$ cat config.mk
export PLATFORM = sky130hd
export DESIGN_NAME = observer_state_feedback_integral_core
export DESIGN_NICKNAME = d
export VERILOG_FILES = /design/src/hdl/osfi_pkg.sv /design/src/hdl/osfi_div.sv /design/src/hdl/osfi_dp.sv /design/src/hdl/osfi_ctrl.sv /design/src/hdl/observer_state_feedback_integral_core.sv
export SDC_FILE = /design/constraint.sdc
export NUM_CORES = 2
export LEC_CHECK = 0
export BUFFER_PORTS_ARGS = -buffer_cell sky130_fd_sc_hd__buf_2
export CAP_MARGIN = 20
export CORE_UTILIZATION = 52
export DETAILED_ROUTE_END_ITERATION = 6
export GPL_ROUTABILITY_DRIVEN = 0
export MAX_ROUTING_LAYER = met4
export PLACE_DENSITY = 0.7
export SYNTH_ARGS = -nofsm -noshare
export SYNTH_HDL_FRONTEND = slang
export SYNTH_SLANG_ARGS = --single-unit
$ cat constraint.sdc
create_clock -name i_clk -period 11.3 [get_ports i_clk]
set_clock_uncertainty 0.1 [all_clocks]
set_input_delay 0.565 -clock i_clk [delete_from_list [all_inputs] [get_ports i_clk]]
set_output_delay 0.565 -clock i_clk [all_outputs]
set_load 0.005 [all_outputs]
$ cat src/hdl/osfi_pkg.sv
// shared types, constants and arithmetic helpers for the observer regulator
// no dependencies; used by the divider, datapath, controller and top level
`default_nettype none

package osfi_pkg;

    localparam int VU_W       = 15;
    localparam int CODE_W     = 8;
    localparam int CFG_IDX_W  = 4;
    localparam int CFG_DATA_W = 16;
    localparam int COEF_W     = 16;
    localparam int OPND_W     = 24;
    localparam int PROD_W     = COEF_W + OPND_W;
    localparam int ACC_W      = PROD_W + 2;
    localparam int COEF_FRAC  = 14;
    localparam int RND_W      = ACC_W - COEF_FRAC;

    localparam logic signed [ACC_W-1:0] ROUND_HALF = ACC_W'(1) <<< (COEF_FRAC - 1);

    localparam logic [CFG_IDX_W-1:0] REG_SAT_LOW       = 4'd0;
    localparam logic [CFG_IDX_W-1:0] REG_SAT_HIGH      = 4'd1;
    localparam logic [CFG_IDX_W-1:0] REG_MID_OFFSET    = 4'd2;
    localparam logic [CFG_IDX_W-1:0] REG_REF_AMPLITUDE = 4'd3;

    localparam logic [VU_W-1:0] RST_SAT_LOW       = 15'd0;
    localparam logic [VU_W-1:0] RST_SAT_HIGH      = 15'd20480;
    localparam logic [VU_W-1:0] RST_MID_OFFSET    = 15'd10240;
    localparam logic [VU_W-1:0] RST_REF_AMPLITUDE = 15'd4096;

    typedef enum logic [3:0] {
        C_K0, C_NK1, C_NK2, C_A11, C_B1, C_A21, C_A22, C_B2, C_L1, C_L2
    } t_coef;

    typedef enum logic [2:0] {
        OP_INTEG, OP_EST1, OP_EST2, OP_UAPL, OP_INNOV
    } t_opnd;

    typedef enum logic [2:0] {
        ACC_NONE, ACC_CLR, ACC_PRE1, ACC_PRE2, ACC_ADD
    } t_acc_op;

    typedef enum logic [3:0] {
        WR_NONE, WR_INTEG, WR_UPHYS, WR_PRED1, WR_PRED2, WR_EST1, WR_EST2, WR_INNOV
    } t_wr;

    typedef struct packed {
        logic    load;
        logic    mul_en;
        t_coef   coef;
        t_opnd   opnd;
        t_acc_op acc_op;
        t_wr     wr;
        logic    div_start;
        logic    div_ref;
        logic    cap_eff;
        logic    cap_ref;
        logic    push;
    } t_dp_cmd;

    typedef struct packed {
        logic div_busy;
        logic div_done;
    } t_dp_stat;

    // q2.14 coefficients, feedback gains stored negated so the mac only adds
    function automatic logic signed [COEF_W-1:0] coef_value(input t_coef c);
        logic signed [COEF_W-1:0] v;
        case (c)
            C_K0:    v = 16'sd3736;
            C_NK1:   v = 16'sd16723;
            C_NK2:   v = -16'sd10227;
            C_A11:   v = 16'sd15279;
            C_B1:    v = -16'sd1930;
            C_A21:   v = -16'sd18770;
            C_A22:   v = 16'sd7470;
            C_B2:    v = 16'sd1312;
            C_L1:    v = -16'sd8247;
            C_L2:    v = 16'sd16196;
            default: v = '0;
        endcase
        return v;
    endfunction

    function automatic logic signed [19:0] sat20(input logic signed [RND_W-1:0] x);
        logic signed [19:0] r;
        if (&x[RND_W-1:19] || ~|x[RND_W-1:19]) begin
            r = x[19:0];
        end else if (x[RND_W-1]) begin
            r = {1'b1, 19'b0};
        end else begin
            r = {1'b0, {19{1'b1}}};
        end
        return r;
    endfunction

    function automatic logic signed [23:0] sat24(input logic signed [25:0] x);
        logic signed [23:0] r;
        if (&x[25:23] || ~|x[25:23]) begin
            r = x[23:0];
        end else if (x[25]) begin
            r = {1'b1, 23'b0};
        end else begin
            r = {1'b0, {23{1'b1}}};
        end
        return r;
    endfunction

    // dac input range: raise to low limit, cap at high limit, floor at zero
    function automatic logic [VU_W-1:0] dac_clamp(input logic signed [16:0] v,
                                                  input logic [VU_W-1:0] lo,
                                                  input logic [VU_W-1:0] hi);
        logic signed [16:0] t;
        logic signed [16:0] lo_s;
        logic signed [16:0] hi_s;
        lo_s = {2'b0, lo};
        hi_s = {2'b0, hi};
        t = v;
        if (t < lo_s) t = lo_s;
        if (t > hi_s) t = hi_s;
        if (t[16]) t = '0;
        return t[VU_W-1:0];
    endfunction

endpackage

`default_nettype wire

$ cat src/hdl/osfi_div.sv
// radix-2 restoring divider for dac code scaling: floor(max_code * v / full_scale)
// depends on osfi_pkg; one quotient bit per cycle
`default_nettype none

module osfi_div
    import osfi_pkg::*;
#(
    parameter int DAC_MAX_CODE = 255
) (
    input  wire logic              i_clk,
    input  wire logic              i_rst_n,
    input  wire logic              i_start,
    input  wire logic [VU_W-1:0]   i_value,
    input  wire logic [VU_W-1:0]   i_scale,
    output logic                   o_busy,
    output logic                   o_done,
    output logic [CODE_W-1:0]      o_code
);

    localparam int QW = $clog2(DAC_MAX_CODE + 1);
    localparam int DW = QW + VU_W;
    localparam int CW = $clog2(QW + 1);

    logic [DW-1:0]      r_rem;
    logic [DW-1:0]      r_den;
    logic [QW-1:0]      r_quo;
    logic [CW-1:0]      r_cnt;
    logic               r_zero;
    logic               r_done;
    logic               w_fit;
    logic [QW+CODE_W-1:0] w_ext;

    assign w_fit = (r_rem >= r_den);

    always_ff @(posedge i_clk) begin
        if (!i_rst_n) begin
            r_cnt  <= '0;
            r_done <= 1'b0;
        end else begin
            r_done <= 1'b0;
            if (i_start) begin
                r_cnt <= CW'(QW);
            end else if (r_cnt != '0) begin
                r_cnt  <= r_cnt - CW'(1);
                r_done <= (r_cnt == CW'(1));
            end
        end
    end

    always_ff @(posedge i_clk) begin
        if (i_start) begin
            r_rem  <= DW'(DAC_MAX_CODE) * DW'(i_value);
            r_den  <= DW'(i_scale) << (QW - 1);
            r_quo  <= '0;
            r_zero <= (i_scale == '0);
        end else if (r_cnt != '0) begin
            if (w_fit) begin
                r_rem <= r_rem - r_den;
            end
            r_quo <= {r_quo[QW-2:0], w_fit};
            r_den <= r_den >> 1;
        end
    end

    assign w_ext  = {{CODE_W{1'b0}}, r_quo};
    assign o_code = r_zero ? '0 : w_ext[CODE_W-1:0];
    assign o_busy = (r_cnt != '0);
    assign o_done = r_done;

endmodule

`default_nettype wire

$ cat src/hdl/osfi_dp.sv
// datapath: config registers, plant state, shared multiplier and accumulator,
// dac divider and result registers; depends on osfi_pkg and osfi_div
`default_nettype none

module osfi_dp
    import osfi_pkg::*;
#(
    parameter int DAC_MAX_CODE = 255
) (
    input  wire logic                  i_clk,
    input  wire logic                  i_rst_n,
    input  wire logic                  i_cfg_valid,
    input  wire logic [CFG_IDX_W-1:0]  i_cfg_index,
    input  wire logic [CFG_DATA_W-1:0] i_cfg_data,
    input  wire logic                  i_ref_high,
    input  wire logic signed [15:0]    i_sample,
    input  wire t_dp_cmd               i_cmd,
    output t_dp_stat                   o_stat,
    output logic [CODE_W-1:0]          o_effort_code,
    output logic [CODE_W-1:0]          o_reference_code
);

    logic [VU_W-1:0]         r_sat_low;
    logic [VU_W-1:0]         r_sat_high;
    logic [VU_W-1:0]         r_mid_offset;
    logic [VU_W-1:0]         r_ref_amplitude;

    logic signed [19:0]      r_est1;
    logic signed [19:0]      r_est2;
    logic signed [23:0]      r_integ;
    logic signed [15:0]      r_ref_lvl;
    logic signed [19:0]      r_pred1;
    logic signed [19:0]      r_pred2;

    logic                    r_ref_high;
    logic signed [15:0]      r_sample;
    logic [VU_W-1:0]         r_uphys;
    logic signed [20:0]      r_innov;
    logic signed [PROD_W-1:0] r_prod;
    logic signed [ACC_W-1:0] r_acc;
    logic [CODE_W-1:0]       r_code_eff;
    logic [CODE_W-1:0]       r_code_ref;
    logic [CODE_W-1:0]       r_out_eff;
    logic [CODE_W-1:0]       r_out_ref;

    logic signed [15:0]      w_half;
    logic signed [15:0]      w_ref;
    logic signed [25:0]      w_integ_sum;
    logic signed [ACC_W-1:0] w_rnd_sum;
    logic signed [RND_W-1:0] w_round;
    logic signed [RND_W:0]   w_up_raw;
    logic signed [RND_W:0]   w_hi_ext;
    logic signed [RND_W:0]   w_lo_ext;
    logic signed [RND_W:0]   w_up_clamp;
    logic [VU_W-1:0]         w_uphys;
    logic signed [15:0]      w_uapl;
    logic signed [20:0]      w_innov;
    logic signed [OPND_W-1:0] w_opnd;
    logic signed [COEF_W-1:0] w_coef;
    logic signed [PROD_W-1:0] w_prod;
    logic [VU_W-1:0]         w_div_value;
    logic [VU_W-1:0]         w_eff_v;
    logic [VU_W-1:0]         w_ref_v;
    logic signed [16:0]      w_ref_volt;
    logic [CODE_W-1:0]       w_div_code;
    logic                    w_div_busy;
    logic                    w_div_done;

    // reference and integrator
    assign w_half      = {2'b0, r_ref_amplitude[VU_W-1:1]};
    assign w_ref       = r_ref_high ? w_half : -w_half;
    assign w_integ_sum = {{2{r_integ[23]}}, r_integ} + {{10{w_ref[15]}}, w_ref}
                       - {{10{r_sample[15]}}, r_sample};

    // round half up to the voltage format
    assign w_rnd_sum = r_acc + ROUND_HALF;
    assign w_round   = w_rnd_sum[ACC_W-1:COEF_FRAC];

    // effort plus offset, limited high then low
    assign w_up_raw = {w_round[RND_W-1], w_round} + {{(RND_W-VU_W+1){1'b0}}, r_mid_offset};
    assign w_hi_ext = {{(RND_W-VU_W+1){1'b0}}, r_sat_high};
    assign w_lo_ext = {{(RND_W-VU_W+1){1'b0}}, r_sat_low};

    always_comb begin
        w_up_clamp = w_up_raw;
        if (w_up_clamp > w_hi_ext) w_up_clamp = w_hi_ext;
        if (w_up_clamp < w_lo_ext) w_up_clamp = w_lo_ext;
    end

    assign w_uphys = w_up_clamp[VU_W-1:0];
    assign w_uapl  = $signed({1'b0, r_uphys}) - $signed({1'b0, r_mid_offset});
    assign w_innov = {{5{r_sample[15]}}, r_sample} - {r_pred2[19], r_pred2};

    // shared multiplier operands
    always_comb begin
        case (i_cmd.opnd)
            OP_INTEG: w_opnd = r_integ;
            OP_EST1:  w_opnd = {{4{r_est1[19]}}, r_est1};
            OP_EST2:  w_opnd = {{4{r_est2[19]}}, r_est2};
            OP_UAPL:  w_opnd = {{8{w_uapl[15]}}, w_uapl};
            OP_INNOV: w_opnd = {{3{r_innov[20]}}, r_innov};
            default:  w_opnd = '0;
        endcase
    end

    assign w_coef = coef_value(i_cmd.coef);
    assign w_prod = w_coef * w_opnd;

    // dac inputs
    assign w_eff_v     = dac_clamp({2'b0, r_uphys}, r_sat_low, r_sat_high);
    assign w_ref_volt  = {r_ref_lvl[15], r_ref_lvl} + {2'b0, r_mid_offset};
    assign w_ref_v     = dac_clamp(w_ref_volt, r_sat_low, r_sat_high);
    assign w_div_value = i_cmd.div_ref ? w_ref_v : w_eff_v;

    osfi_div #(
        .DAC_MAX_CODE(DAC_MAX_CODE)
    ) u_div (
        .i_clk   (i_clk),
        .i_rst_n (i_rst_n),
        .i_start (i_cmd.div_start),
        .i_value (w_div_value),
        .i_scale (r_sat_high),
        .o_busy  (w_div_busy),
        .o_done  (w_div_done),
        .o_code  (w_div_code)
    );

    always_ff @(posedge i_clk) begin
        if (!i_rst_n) begin
            r_sat_low       <= RST_SAT_LOW;
            r_sat_high      <= RST_SAT_HIGH;
            r_mid_offset    <= RST_MID_OFFSET;
            r_ref_amplitude <= RST_REF_AMPLITUDE;
            r_est1          <= '0;
            r_est2          <= '0;
            r_integ         <= '0;
            r_ref_lvl       <= '0;
            r_pred1         <= '0;
            r_pred2         <= '0;
        end else begin
            if (i_cfg_valid) begin
                case (i_cfg_index)
                    REG_SAT_LOW:       r_sat_low       <= i_cfg_data[VU_W-1:0];
                    REG_SAT_HIGH:      r_sat_high      <= i_cfg_data[VU_W-1:0];
                    REG_MID_OFFSET:    r_mid_offset    <= i_cfg_data[VU_W-1:0];
                    REG_REF_AMPLITUDE: r_ref_amplitude <= i_cfg_data[VU_W-1:0];
                    default: ;
                endcase
            end
            case (i_cmd.wr)
                WR_INTEG: begin
                    r_ref_lvl <= w_ref;
                    r_integ   <= sat24(w_integ_sum);
                end
                WR_PRED1: r_pred1 <= sat20(w_round);
                WR_PRED2: r_pred2 <= sat20(w_round);
                WR_EST1:  r_est1  <= sat20(w_round);
                WR_EST2:  r_est2  <= sat20(w_round);
                default: ;
            endcase
        end
    end

    always_ff @(posedge i_clk) begin
        if (i_cmd.load) begin
            r_ref_high <= i_ref_high;
            r_sample   <= i_sample;
        end
        if (i_cmd.wr == WR_UPHYS) begin
            r_uphys <= w_uphys;
        end
        if (i_cmd.wr == WR_INNOV) begin
            r_innov <= w_innov;
        end
        if (i_cmd.mul_en) begin
            r_prod <= w_prod;
        end
        case (i_cmd.acc_op)
            ACC_CLR:  r_acc <= '0;
            ACC_PRE1: r_acc <= {{(ACC_W-20-COEF_FRAC){r_pred1[19]}}, r_pred1,
                                {COEF_FRAC{1'b0}}};
            ACC_PRE2: r_acc <= {{(ACC_W-20-COEF_FRAC){r_pred2[19]}}, r_pred2,
                                {COEF_FRAC{1'b0}}};
            ACC_ADD:  r_acc <= r_acc + {{(ACC_W-PROD_W){r_prod[PROD_W-1]}}, r_prod};
            default: ;
        endcase
        if (i_cmd.cap_eff) begin
            r_code_eff <= w_div_code;
        end
        if (i_cmd.cap_ref) begin
            r_code_ref <= w_div_code;
        end
        if (i_cmd.push) begin
            r_out_eff <= r_code_eff;
            r_out_ref <= r_code_ref;
        end
    end

    assign o_stat.div_busy  = w_div_busy;
    assign o_stat.div_done  = w_div_done;
    assign o_effort_code    = r_out_eff;
    assign o_reference_code = r_out_ref;

endmodule

`default_nettype wire

$ cat src/hdl/osfi_ctrl.sv
// controller: sequences the multiply-accumulate steps, the dac divisions and
// the output register handshake; depends on osfi_pkg
`default_nettype none

module osfi_ctrl
    import osfi_pkg::*;
(
    input  wire logic     i_clk,
    input  wire logic     i_rst_n,
    input  wire logic     i_valid,
    input  wire logic     i_kind,
    input  wire logic     i_ready,
    input  wire t_dp_stat i_stat,
    output logic          o_ready,
    output logic          o_valid,
    output t_dp_cmd       o_cmd
);

    typedef enum logic [4:0] {
        S_IDLE,
        S_K_INTEG, S_K_M0, S_K_M1, S_K_M2, S_K_A, S_K_UPHYS,
        S_K_P1, S_K_P2, S_K_WP1, S_K_P3, S_K_P4, S_K_P5, S_K_WP2,
        S_K_DE, S_K_DR, S_OUT,
        S_C_INNOV, S_C_M1, S_C_A1, S_C_WE1, S_C_A2, S_C_WE2
    } t_state;

    t_state  r_state;
    t_state  n_state;
    logic    r_out_valid;
    logic    n_out_valid;
    t_dp_cmd w_cmd;

    always_comb begin
        n_state = r_state;
        w_cmd   = '0;
        case (r_state)
            S_IDLE: begin
                w_cmd.load = i_valid;
                if (i_valid) begin
                    n_state = i_kind ? S_C_INNOV : S_K_INTEG;
                end
            end
            S_K_INTEG: begin
                w_cmd.wr     = WR_INTEG;
                w_cmd.acc_op = ACC_CLR;
                n_state      = S_K_M0;
            end
            S_K_M0: begin
                w_cmd.mul_en = 1'b1;
                w_cmd.coef   = C_K0;
                w_cmd.opnd   = OP_INTEG;
                n_state      = S_K_M1;
            end
            S_K_M1: begin
                w_cmd.mul_en = 1'b1;
                w_cmd.coef   = C_NK1;
                w_cmd.opnd   = OP_EST1;
                w_cmd.acc_op = ACC_ADD;
                n_state      = S_K_M2;
            end
            S_K_M2: begin
                w_cmd.mul_en = 1'b1;
                w_cmd.coef   = C_NK2;
                w_cmd.opnd   = OP_EST2;
                w_cmd.acc_op = ACC_ADD;
                n_state      = S_K_A;
            end
            S_K_A: begin
                w_cmd.acc_op = ACC_ADD;
                n_state      = S_K_UPHYS;
            end
            S_K_UPHYS: begin
                w_cmd.wr     = WR_UPHYS;
                w_cmd.acc_op = ACC_CLR;
                w_cmd.mul_en = 1'b1;
                w_cmd.coef   = C_A11;
                w_cmd.opnd   = OP_EST1;
                n_state      = S_K_P1;
            end
            S_K_P1: begin
                w_cmd.mul_en = 1'b1;
                w_cmd.coef   = C_B1;
                w_cmd.opnd   = OP_UAPL;
                w_cmd.acc_op = ACC_ADD;
                n_state      = S_K_P2;
            end
            S_K_P2: begin
                w_cmd.acc_op = ACC_ADD;
                n_state      = S_K_WP1;
            end
            S_K_WP1: begin
                w_cmd.wr     = WR_PRED1;
                w_cmd.acc_op = ACC_CLR;
                w_cmd.mul_en = 1'b1;
                w_cmd.coef   = C_A21;
                w_cmd.opnd   = OP_EST1;
                n_state      = S_K_P3;
            end
            S_K_P3: begin
                w_cmd.mul_en = 1'b1;
                w_cmd.coef   = C_A22;
                w_cmd.opnd   = OP_EST2;
                w_cmd.acc_op = ACC_ADD;
                n_state      = S_K_P4;
            end
            S_K_P4: begin
                w_cmd.mul_en = 1'b1;
                w_cmd.coef   = C_B2;
                w_cmd.opnd   = OP_UAPL;
                w_cmd.acc_op = ACC_ADD;
                n_state      = S_K_P5;
            end
            S_K_P5: begin
                w_cmd.acc_op = ACC_ADD;
                n_state      = S_K_WP2;
            end
            S_K_WP2: begin
                w_cmd.wr        = WR_PRED2;
                w_cmd.div_start = 1'b1;
                n_state         = S_K_DE;
            end
            S_K_DE: begin
                if (i_stat.div_done) begin
                    w_cmd.cap_eff   = 1'b1;
                    w_cmd.div_start = 1'b1;
                    w_cmd.div_ref   = 1'b1;
                    n_state         = S_K_DR;
                end
            end
            S_K_DR: begin
                if (i_stat.div_done) begin
                    w_cmd.cap_ref = 1'b1;
                    n_state       = S_OUT;
                end
            end
            S_OUT: begin
                if (!r_out_valid || i_ready) begin
                    w_cmd.push = 1'b1;
                    n_state    = S_IDLE;
                end
            end
            S_C_INNOV: begin
                w_cmd.wr     = WR_INNOV;
                w_cmd.acc_op = ACC_PRE1;
                n_state      = S_C_M1;
            end
            S_C_M1: begin
                w_cmd.mul_en = 1'b1;
                w_cmd.coef   = C_L1;
                w_cmd.opnd   = OP_INNOV;
                n_state      = S_C_A1;
            end
            S_C_A1: begin
                w_cmd.acc_op = ACC_ADD;
                n_state      = S_C_WE1;
            end
            S_C_WE1: begin
                w_cmd.wr     = WR_EST1;
                w_cmd.acc_op = ACC_PRE2;
                w_cmd.mul_en = 1'b1;
                w_cmd.coef   = C_L2;
                w_cmd.opnd   = OP_INNOV;
                n_state      = S_C_A2;
            end
            S_C_A2: begin
                w_cmd.acc_op = ACC_ADD;
                n_state      = S_C_WE2;
            end
            S_C_WE2: begin
                w_cmd.wr = WR_EST2;
                n_state  = S_IDLE;
            end
            default: begin
                n_state = S_IDLE;
            end
        endcase
    end

    always_comb begin
        if (w_cmd.push) begin
            n_out_valid = 1'b1;
        end else if (i_ready) begin
            n_out_valid = 1'b0;
        end else begin
            n_out_valid = r_out_valid;
        end
    end

    always_ff @(posedge i_clk) begin
        if (!i_rst_n) begin
            r_state     <= S_IDLE;
            r_out_valid <= 1'b0;
        end else begin
            r_state     <= n_state;
            r_out_valid <= n_out_valid;
        end
    end

    assign o_ready = (r_state == S_IDLE);
    assign o_valid = r_out_valid;
    assign o_cmd   = w_cmd;

endmodule

`default_nettype wire

$ cat src/hdl/observer_state_feedback_integral_core.sv
// top level of the state feedback regulator with integrator and current observer
// depends on osfi_pkg, osfi_ctrl, osfi_dp (which holds osfi_div)
//
// usage:
//   input channel (i_valid/o_ready) carries i_kind, i_ref_high, i_sample.
//   kind 0 is a control sample: it updates reference and integrator, forms the
//   clamped effort, stores the predicted state and returns one result on the
//   output channel (o_valid/i_ready): o_effort_code and o_reference_code.
//   kind 1 is a correction sample: it updates both estimates and returns nothing.
//   a control sample is worked through in order: multiply-accumulate steps
//   on the single shared multiplier, two dac divisions of the effort and the
//   reference on one restoring divider, then the load of the output register.
//   o_ready is high only while no item is in work; a finished result sits in
//   an output register, so the next item is taken while the receiver stalls.
//   a second result waits in the block until the first one is transferred.
//   config port (i_cfg_valid/o_cfg_ready) is always ready; index 0 sat_low,
//   1 sat_high, 2 mid_offset, 3 ref_amplitude, others ignored. write it only
//   while idle. reset restores register defaults and clears the plant state.
`default_nettype none

module observer_state_feedback_integral_core
    import osfi_pkg::*;
#(
    parameter int DAC_MAX_CODE = 255
) (
    input  wire logic                  i_clk,
    input  wire logic                  i_rst_n,
    input  wire logic                  i_valid,
    output logic                       o_ready,
    input  wire logic                  i_kind,
    input  wire logic                  i_ref_high,
    input  wire logic signed [15:0]    i_sample,
    output logic                       o_valid,
    input  wire logic                  i_ready,
    output logic [CODE_W-1:0]          o_effort_code,
    output logic [CODE_W-1:0]          o_reference_code,
    input  wire logic                  i_cfg_valid,
    output logic                       o_cfg_ready,
    input  wire logic [CFG_IDX_W-1:0]  i_cfg_index,
    input  wire logic [CFG_DATA_W-1:0] i_cfg_data
);

    t_dp_cmd  w_cmd;
    t_dp_stat w_stat;

    assign o_cfg_ready = 1'b1;

    osfi_ctrl u_ctrl (
        .i_clk   (i_clk),
        .i_rst_n (i_rst_n),
        .i_valid (i_valid),
        .i_kind  (i_kind),
        .i_ready (i_ready),
        .i_stat  (w_stat),
        .o_ready (o_ready),
        .o_valid (o_valid),
        .o_cmd   (w_cmd)
    );

    osfi_dp #(
        .DAC_MAX_CODE(DAC_MAX_CODE)
    ) u_dp (
        .i_clk            (i_clk),
        .i_rst_n          (i_rst_n),
        .i_cfg_valid      (i_cfg_valid),
        .i_cfg_index      (i_cfg_index),
        .i_cfg_data       (i_cfg_data),
        .i_ref_high       (i_ref_high),
        .i_sample         (i_sample),
        .i_cmd            (w_cmd),
        .o_stat           (w_stat),
        .o_effort_code    (o_effort_code),
        .o_reference_code (o_reference_code)
    );

    // a new result appears only as the sequencer leaves its busy states
    a_result_after_busy: assert property (@(posedge i_clk) disable iff (!i_rst_n)
        $rose(o_valid) |-> !$past(o_ready))
        else $error("result raised while input side was idle");

    // divider never left running when idle
    a_idle_div_quiet: assert property (@(posedge i_clk) disable iff (!i_rst_n)
        o_ready |-> !w_stat.div_busy)
        else $error("divider busy while idle");

    // a division is started only on a free divider
    a_div_start_free: assert property (@(posedge i_clk) disable iff (!i_rst_n)
        w_cmd.div_start |-> !w_stat.div_busy)
        else $error("divider restarted while busy");

endmodule

`default_nettype wire

== Word-level counts from Yosys, hierarchy flattened ==
Memories as Yosys holds them, arrays and structs flattened.
Cells that the tools add are included.
Widths: inputs -> output; s select.

* Register bits after elaboration: 412
* ROM bits: 256
* Bits of input ports: 43
* Memories kept: 1
* Logic and storage cells: 170

{| class="wikitable"
|+ Memories
! memory !! words !! bits a word !! read ports !! clocked after memory_dff !! wr ports !! RTL line !! text
|-
| (no name shown) || 16 || 16 || 1 || 0 || 0 || osfi_pkg.sv:68 || <nowiki>case (c)</nowiki>
|}

* Bitwise logic cells: 2
* $lt $le $gt $ge: 7
* Equal/unequal tests: 45
* $add $sub $neg: 11
* Multipliers: 2
* Mux-type cells: 43
* Reduce and logical (&&, ||, !) cells: 29

{| class="wikitable"
|+ Operators with widths
! operator !! number
|-
| $pmux 42 s4 || 1
|-
| $pmux 24 s5 || 1
|-
| $pmux 5 s22 || 1
|-
| $mux 15 || 6
|-
| $pmux 8 s10 || 1
|-
| $mux 23 || 3
|-
| $mux 24 || 2
|-
| $mux 22 || 2
|-
| $add 42x15->42 const B || 1
|-
| $add 42x42->42 || 1
|-
| $eq 5x4->1 const B || 8
|-
| $mul 16x24->40 || 1
|-
| $mux 20 || 2
|-
| $eq 5x5->1 const B || 7
|-
| $mux 17 || 2
|-
| $add 28x16->29 || 1
|-
| $gt 29x16->1 || 1
|-
| $lt 29x16->1 || 1
|-
| $mux 29 || 1
|-
| $sub 25x16->26 || 1
|-
| $add 24x16->25 || 1
|-
| $mux 5 || 5
|-
| $ge 23x22->1 || 1
|-
| $mul 8x15->23 const A || 1
|-
| 46 further kinds || 87
|}

== Longest topological paths before layout ==
* Depth after elaboration: 9
* Depth in mapped cells: 55

== Cells and area by module ==
From an unflattened synthesis, not the netlist that was laid out.

* Cells, all modules: 5189
* Area, all modules: 45635.0 um^2

{| class="wikitable"
|+ By module, submodules not included
! module !! cells each !! seq. area each (um^2) !! area an instance (um^2) !! times used
|-
| osfi_dp || 4325 || 8598.2 || 38186.6 || 1
|-
| osfi_div || 744 || 1571.5 || 6685.2 || 1
|-
| osfi_ctrl || 118 || 120.1 || 752.0 || 1
|-
| observer_state_feedback_integral_core || 2 || 0.0 || 11.3 || 1
|}

== Worst setup path before layout ==
No wires, ideal clock.

* Path type: register to register
* Start: register u_dp.r_mid_offset[0]
* End: register u_dp.u_div.r_rem[21], data pin
* Data required time: 11033 ps
* Buffers on the path: 3
* Stages on the path, launching flop included: 50
* Clock period less this slack: 11056 ps
* Setup slack: 244 ps
* Data arrival time: 10789 ps
* Library setup time: 167 ps
* Cell sequence: dfxtp_1 ha_1 inv_1 fa_1 nor2b_1 o21ai_0 a21oi_1 o21ai_0 a21oi_1 o2111ai_1 a311oi_1 o21ai_0 a21boi_0 a21oi_1 ha_1 nand2_1 o21ai_0 nor3_1 [... 14 more ...] a21oi_1 o22ai_1 fa_1 fa_1 fa_1 inv_1 fa_1 inv_1 ha_1 a21o_1 a21oi_1 o21ai_0 a41o_1 a21o_1 a31oi_1 o21ai_0 xnor2_1 a211oi_1

* Cells in the longest elaborated chain, start to end: 9

{| class="wikitable"
|+ Ends and longest elaborated chain
! what !! RTL line !! text
|-
| start, declared || osfi_dp.sv:25 || <nowiki>logic [VU_W-1:0] r_mid_offset;</nowiki>
|-
| start signal, assigned || osfi_dp.sv:145 || <nowiki>REG_MID_OFFSET: r_mid_offset <= i_cfg_data[VU_W-1:0];</nowiki>
|-
| $add 16x16->17 * || osfi_dp.sv:111 || <nowiki>assign w_ref_volt = {r_ref_lvl[15], r_ref_lvl} + {2'b0, r_mid_offset};</nowiki>
|-
| $lt 17x16->1 || osfi_pkg.sv:118 || <nowiki>if (t < lo_s) t = lo_s;</nowiki>
|-
| $mux 17 * || osfi_pkg.sv:118 ||
|-
| $gt 17x16->1 || osfi_pkg.sv:119 || <nowiki>if (t > hi_s) t = hi_s;</nowiki>
|-
| $mux 17 * || osfi_pkg.sv:119 ||
|-
| $mux 15 * || osfi_pkg.sv:120 || <nowiki>if (t[16]) t = '0;</nowiki>
|-
| $mux 15 * || osfi_dp.sv:113 || <nowiki>assign w_div_value = i_cmd.div_ref ? w_ref_v : w_eff_v;</nowiki>
|-
| $mul 8x15->23 * || osfi_div.sv:52 || <nowiki>r_rem <= DW'(DAC_MAX_CODE) * DW'(i_value);</nowiki>
|-
| $mux 23 * || osfi_div.sv:51 || <nowiki>if (i_start) begin</nowiki>
|-
| end signal, assigned || osfi_div.sv:52 ||
|-
| end signal, assigned || osfi_div.sv:58 || <nowiki>r_rem <= r_rem - r_den;</nowiki>
|-
| end, declared || osfi_div.sv:24 || <nowiki>logic [DW-1:0] r_rem;</nowiki>
|}

Mark *: on every way between the ends. The rest lies on a longest branch, timed or not.
A chain may end at the register's enable or synchronous reset.

== Worst setup path after layout ==
* Start: register u_dp.r_ref_lvl[0]
* End: register u_dp.u_div.r_rem[21], data pin

* Cells in the longest elaborated chain, start to end: 9

{| class="wikitable"
|+ Ends and longest elaborated chain
! what !! RTL line !! text
|-
| start, declared || osfi_dp.sv:31 || <nowiki>logic signed [15:0] r_ref_lvl;</nowiki>
|-
| start signal, assigned || osfi_dp.sv:152 || <nowiki>r_ref_lvl <= w_ref;</nowiki>
|-
| $add 16x16->17 * || osfi_dp.sv:111 ||
|-
| $lt 17x16->1 || osfi_pkg.sv:118 ||
|-
| $mux 17 * || osfi_pkg.sv:118 ||
|-
| $gt 17x16->1 || osfi_pkg.sv:119 ||
|-
| $mux 17 * || osfi_pkg.sv:119 ||
|-
| $mux 15 * || osfi_pkg.sv:120 ||
|-
| $mux 15 * || osfi_dp.sv:113 ||
|-
| $mul 8x15->23 * || osfi_div.sv:52 ||
|-
| $mux 23 * || osfi_div.sv:51 ||
|}

Marks and branches as above.

==> results.tsv <==
stage	metric	value	unit
outcome	outcome	finished clean	
clock_network	cts_tree	built	
synthesis	yosys.area.top_type	fa_1	
sta	period_minus_slack	10760	ps
synthesis	synth_nets	5823	
grt	antenna_found_initial	1	
grt	grt_pass1_wl	198	mm
grt	busiest_layer	met2	
detailed_routing	drc	0	
synthesis	synth_simple_gate_area_share	14.4	%
sta	setup_viol_count_final	0	
detailed_routing	vias_per_cell	5.89	
critical_path	reg2regPathDepth	46	
sta	finalSetupTns	0	ps
critical_path	max_stage_delay	620	ps
synthesis	ys.flop_type	edfxtp_1	
layout	drive_gt1_share	7.46	%
detailed_routing	ant_nets	0	
layout	fin_nets	5853	
flow_run	drv_cap	0	
detailed_routing	drt_wl_total	126	mm
synthesis	yosysMostFrequentCell	inv_1	
detailed_routing	dr.first_iter.drc_count	3145	
floorplan	rows	107	
min_path	hold_path.class	in2reg	
critical_path	cp_slowest_cell	or4b_2	
synthesis	synth-warning-count	0	
grt	grt.overflow.total	0	
synthesis	ys_seq_area_share	22.9	%
synthesis	synth.top_cells.by_area	fa_1 21%, edfxtp_1 14%, ha_1 11%, dfxtp_1 9.1%, inv_1 5.3%	
synthesis	netlist_top_cells_count	636 x inv_1, 506 x nand2_1, 470 x fa_1	
floorplan	die_w	296	microns
synthesis	synthXorXnorAreaFrac	4.05	%
grt	grt_max_degree	103	
sta	slew-limit-headroom	25.7	%
layout	final_cell_count_no_fill	6131	
place	dp_cells	6038	
floorplan	start_util	52.6	%
clock_network	cts.clk_slew.worst_paths	60	ps
clock_network	root_buffer	clkbuf_16	
critical_path	critPathKind	reg2reg	
clock_network	h-tree-depth	2	
synthesis	synth_top_family_by_area	adder cells	
synthesis	postSynthAreaPerCell	9.13	sq um
sta	max_freq	0.0930	GHz
synthesis	synth-edff-count	206	
critical_path	required	11620	ps
grt	track_usage	29.9	%
critical_path	arrival	11080	ps
sta	slew_viol_final	0	
critical_path	crit_path_start_kind	flop	
clock_network	clk_latency	600	ps
layout	syn2layout_area_growth	8.12	%
place	numPortBuffers	59	
grt	use_met1	39.3	%
synthesis	synth_compound_area_share	16.6	%
synthesis	syn_area	44900	sq um
synthesis	synth_cell_type_count	95	
sta	worst_pin_slew	1120	ps
synthesis	netlist.area_leader.share	20.9	%
place	hpwl	100	mm
clock_network	cts-buffers-inserted	44	
place	place_ws	-20.4	ps
clock_network	max-clock-path-buffers	3	
min_path	hold_path_depth	1	
critical_path	path_max_fanout	15	
sta	hold_viol	0	
synthesis	synth_fa_ha_area_share	31.8	%
synthesis	muxShareOfSynthArea	3.26	%
detailed_routing	wl_per_cell	20.5	microns
floorplan	ios	62	
grt	grt_pass1_vias	35000	
sta	finalCritPeriodShare	95.2	%
floorplan	dieArea	87600	sq um
detailed_routing	vias	36100	
clock_network	cts.sinks	411	
detailed_routing	dr.pass1.iters	6	
critical_path	crit_path_end_kind	flop	
floorplan	core_region_area	85400	sq um
floorplan	die_h	296	microns
synthesis	synth-seq-cells	411	
synthesis	async_flop_share	0	%
grt	grt_util_met2	46.6	%
synthesis	syn_inst	4919	
sta	layout_setup_ws	545	ps
grt	grtUsageMet3	3.43	%
critical path, delay by kind of cell, from the launching register on:
kind	cells	cell delay, ps
adders and majority gates	10	3890
and+or+nand+nor	6	1680
xor gates and xnor gates	1	150
buffers and inverters	4	350
DFF	1	340
AOI/OAI and AO/OA	25	4070
final cells by class:
cell class                 count  area [sq um]
fill                        7665         36800
multi-input combinational   3680         31700
sequential                   411         10300
inverter                     637          2390
tap                         1144          1430
clock buffer                  61          1310
timing repair buffer         175          1190
clock inverter                21           246
antenna                        2          5.00
per-layer routing:
| metal | routed length, microns | part of all wire [%] |
|---|---|---|
| met5 | 0 | 0 |
| met4 | 6690 | 5.3 |
| met3 | 8330 | 6.6 |
| met2 | 57300 | 46 |
| met1 | 53500 | 42 |
flip-flops by register name, summed over array words and instances, names as in the netlist, 14 cells and up:
name / flops
u_dp.r_acc: 42
u_dp.r_est1: 20
u_dp.r_est2: 20
u_dp.r_innov: 21
u_dp.r_integ: 24
u_dp.r_mid_offset: 15
u_dp.r_pred1: 20
u_dp.r_pred2: 20
u_dp.r_prod: 40
u_dp.r_ref_amplitude: 14
u_dp.r_ref_lvl: 16
u_dp.r_sample: 16
u_dp.r_sat_high: 15
u_dp.r_sat_low: 15
u_dp.r_uphys: 15
u_dp.u_div.r_den: 22
u_dp.u_div.r_rem: 23
final timing paths:
path | startpoint | endpoint | slack (ps)
setup / recovery | u_dp.r_ref_lvl[0]$_SDFFE_PN0N_ | u_dp.u_div.r_rem[21]$_DFFE_PP_ | 540
hold / removal | i_sample[10] | u_dp.r_sample[10]$_DFFE_PP_ | 40
setup reg to reg | u_dp.r_ref_lvl[0]$_SDFFE_PN0N_ | u_dp.u_div.r_rem[21]$_DFFE_PP_ | 540
hold reg to reg | u_dp.r_code_ref[0]$_DFFE_PP_ | u_dp.o_reference_code[0]$_DFFE_PP_ | 320
through the flow:
stage / cell area (sq um) / utilization [%] / hold slack (ps)
after floorplan: 44900 / - / 300
after global placement: 46800 / 54.8 / 304
after detailed placement: 46800 / 54.8 / 305
after CTS: 48400 / 56.7 / 17.2
after global routing: 48600 / 56.9 / 19.8
final: 48600 / 56.9 / 37.6
cells in the final DEF, fill, tap and decap left out, drive strengths merged, types with 99 or more instances in the layout:
| cell type | n |
|---|---|
| a21o | 113 |
| mux2i | 99 |
| dfxtp | 205 |
| ha | 391 |
| nor2 | 319 |
| o21ai | 233 |
| edfxtp | 206 |
| fa | 470 |
| xnor2 | 129 |
| inv | 644 |
| nand2 | 506 |
| nor2b | 142 |
| a21oi | 274 |
| buf | 175 |
timing repair:
action	in CTS	in global routing
gates resized for setup	3	27
hold buffers	0	0
setup buffers	0	7
pin swaps	0	11
setup endpoints to repair	1	10
kinds of logic (layout without fill, tap and decap cells):
logic type               Yosys count  after routing
adder cells (fa/ha/maj)          861            861
other                              1              3
AND/OR/NAND/NOR                 1373           1373
multiplexers                     135            135
buffers and inverters            828            894
XOR/XNOR                         208            208
flip-flops                       411            411
AO/OA/AOI/OAI                   1102           1102
Power is left out: the tool's default activity adds up to more than one toggle a clock period on the data nets, which glitch-free logic cannot reach.
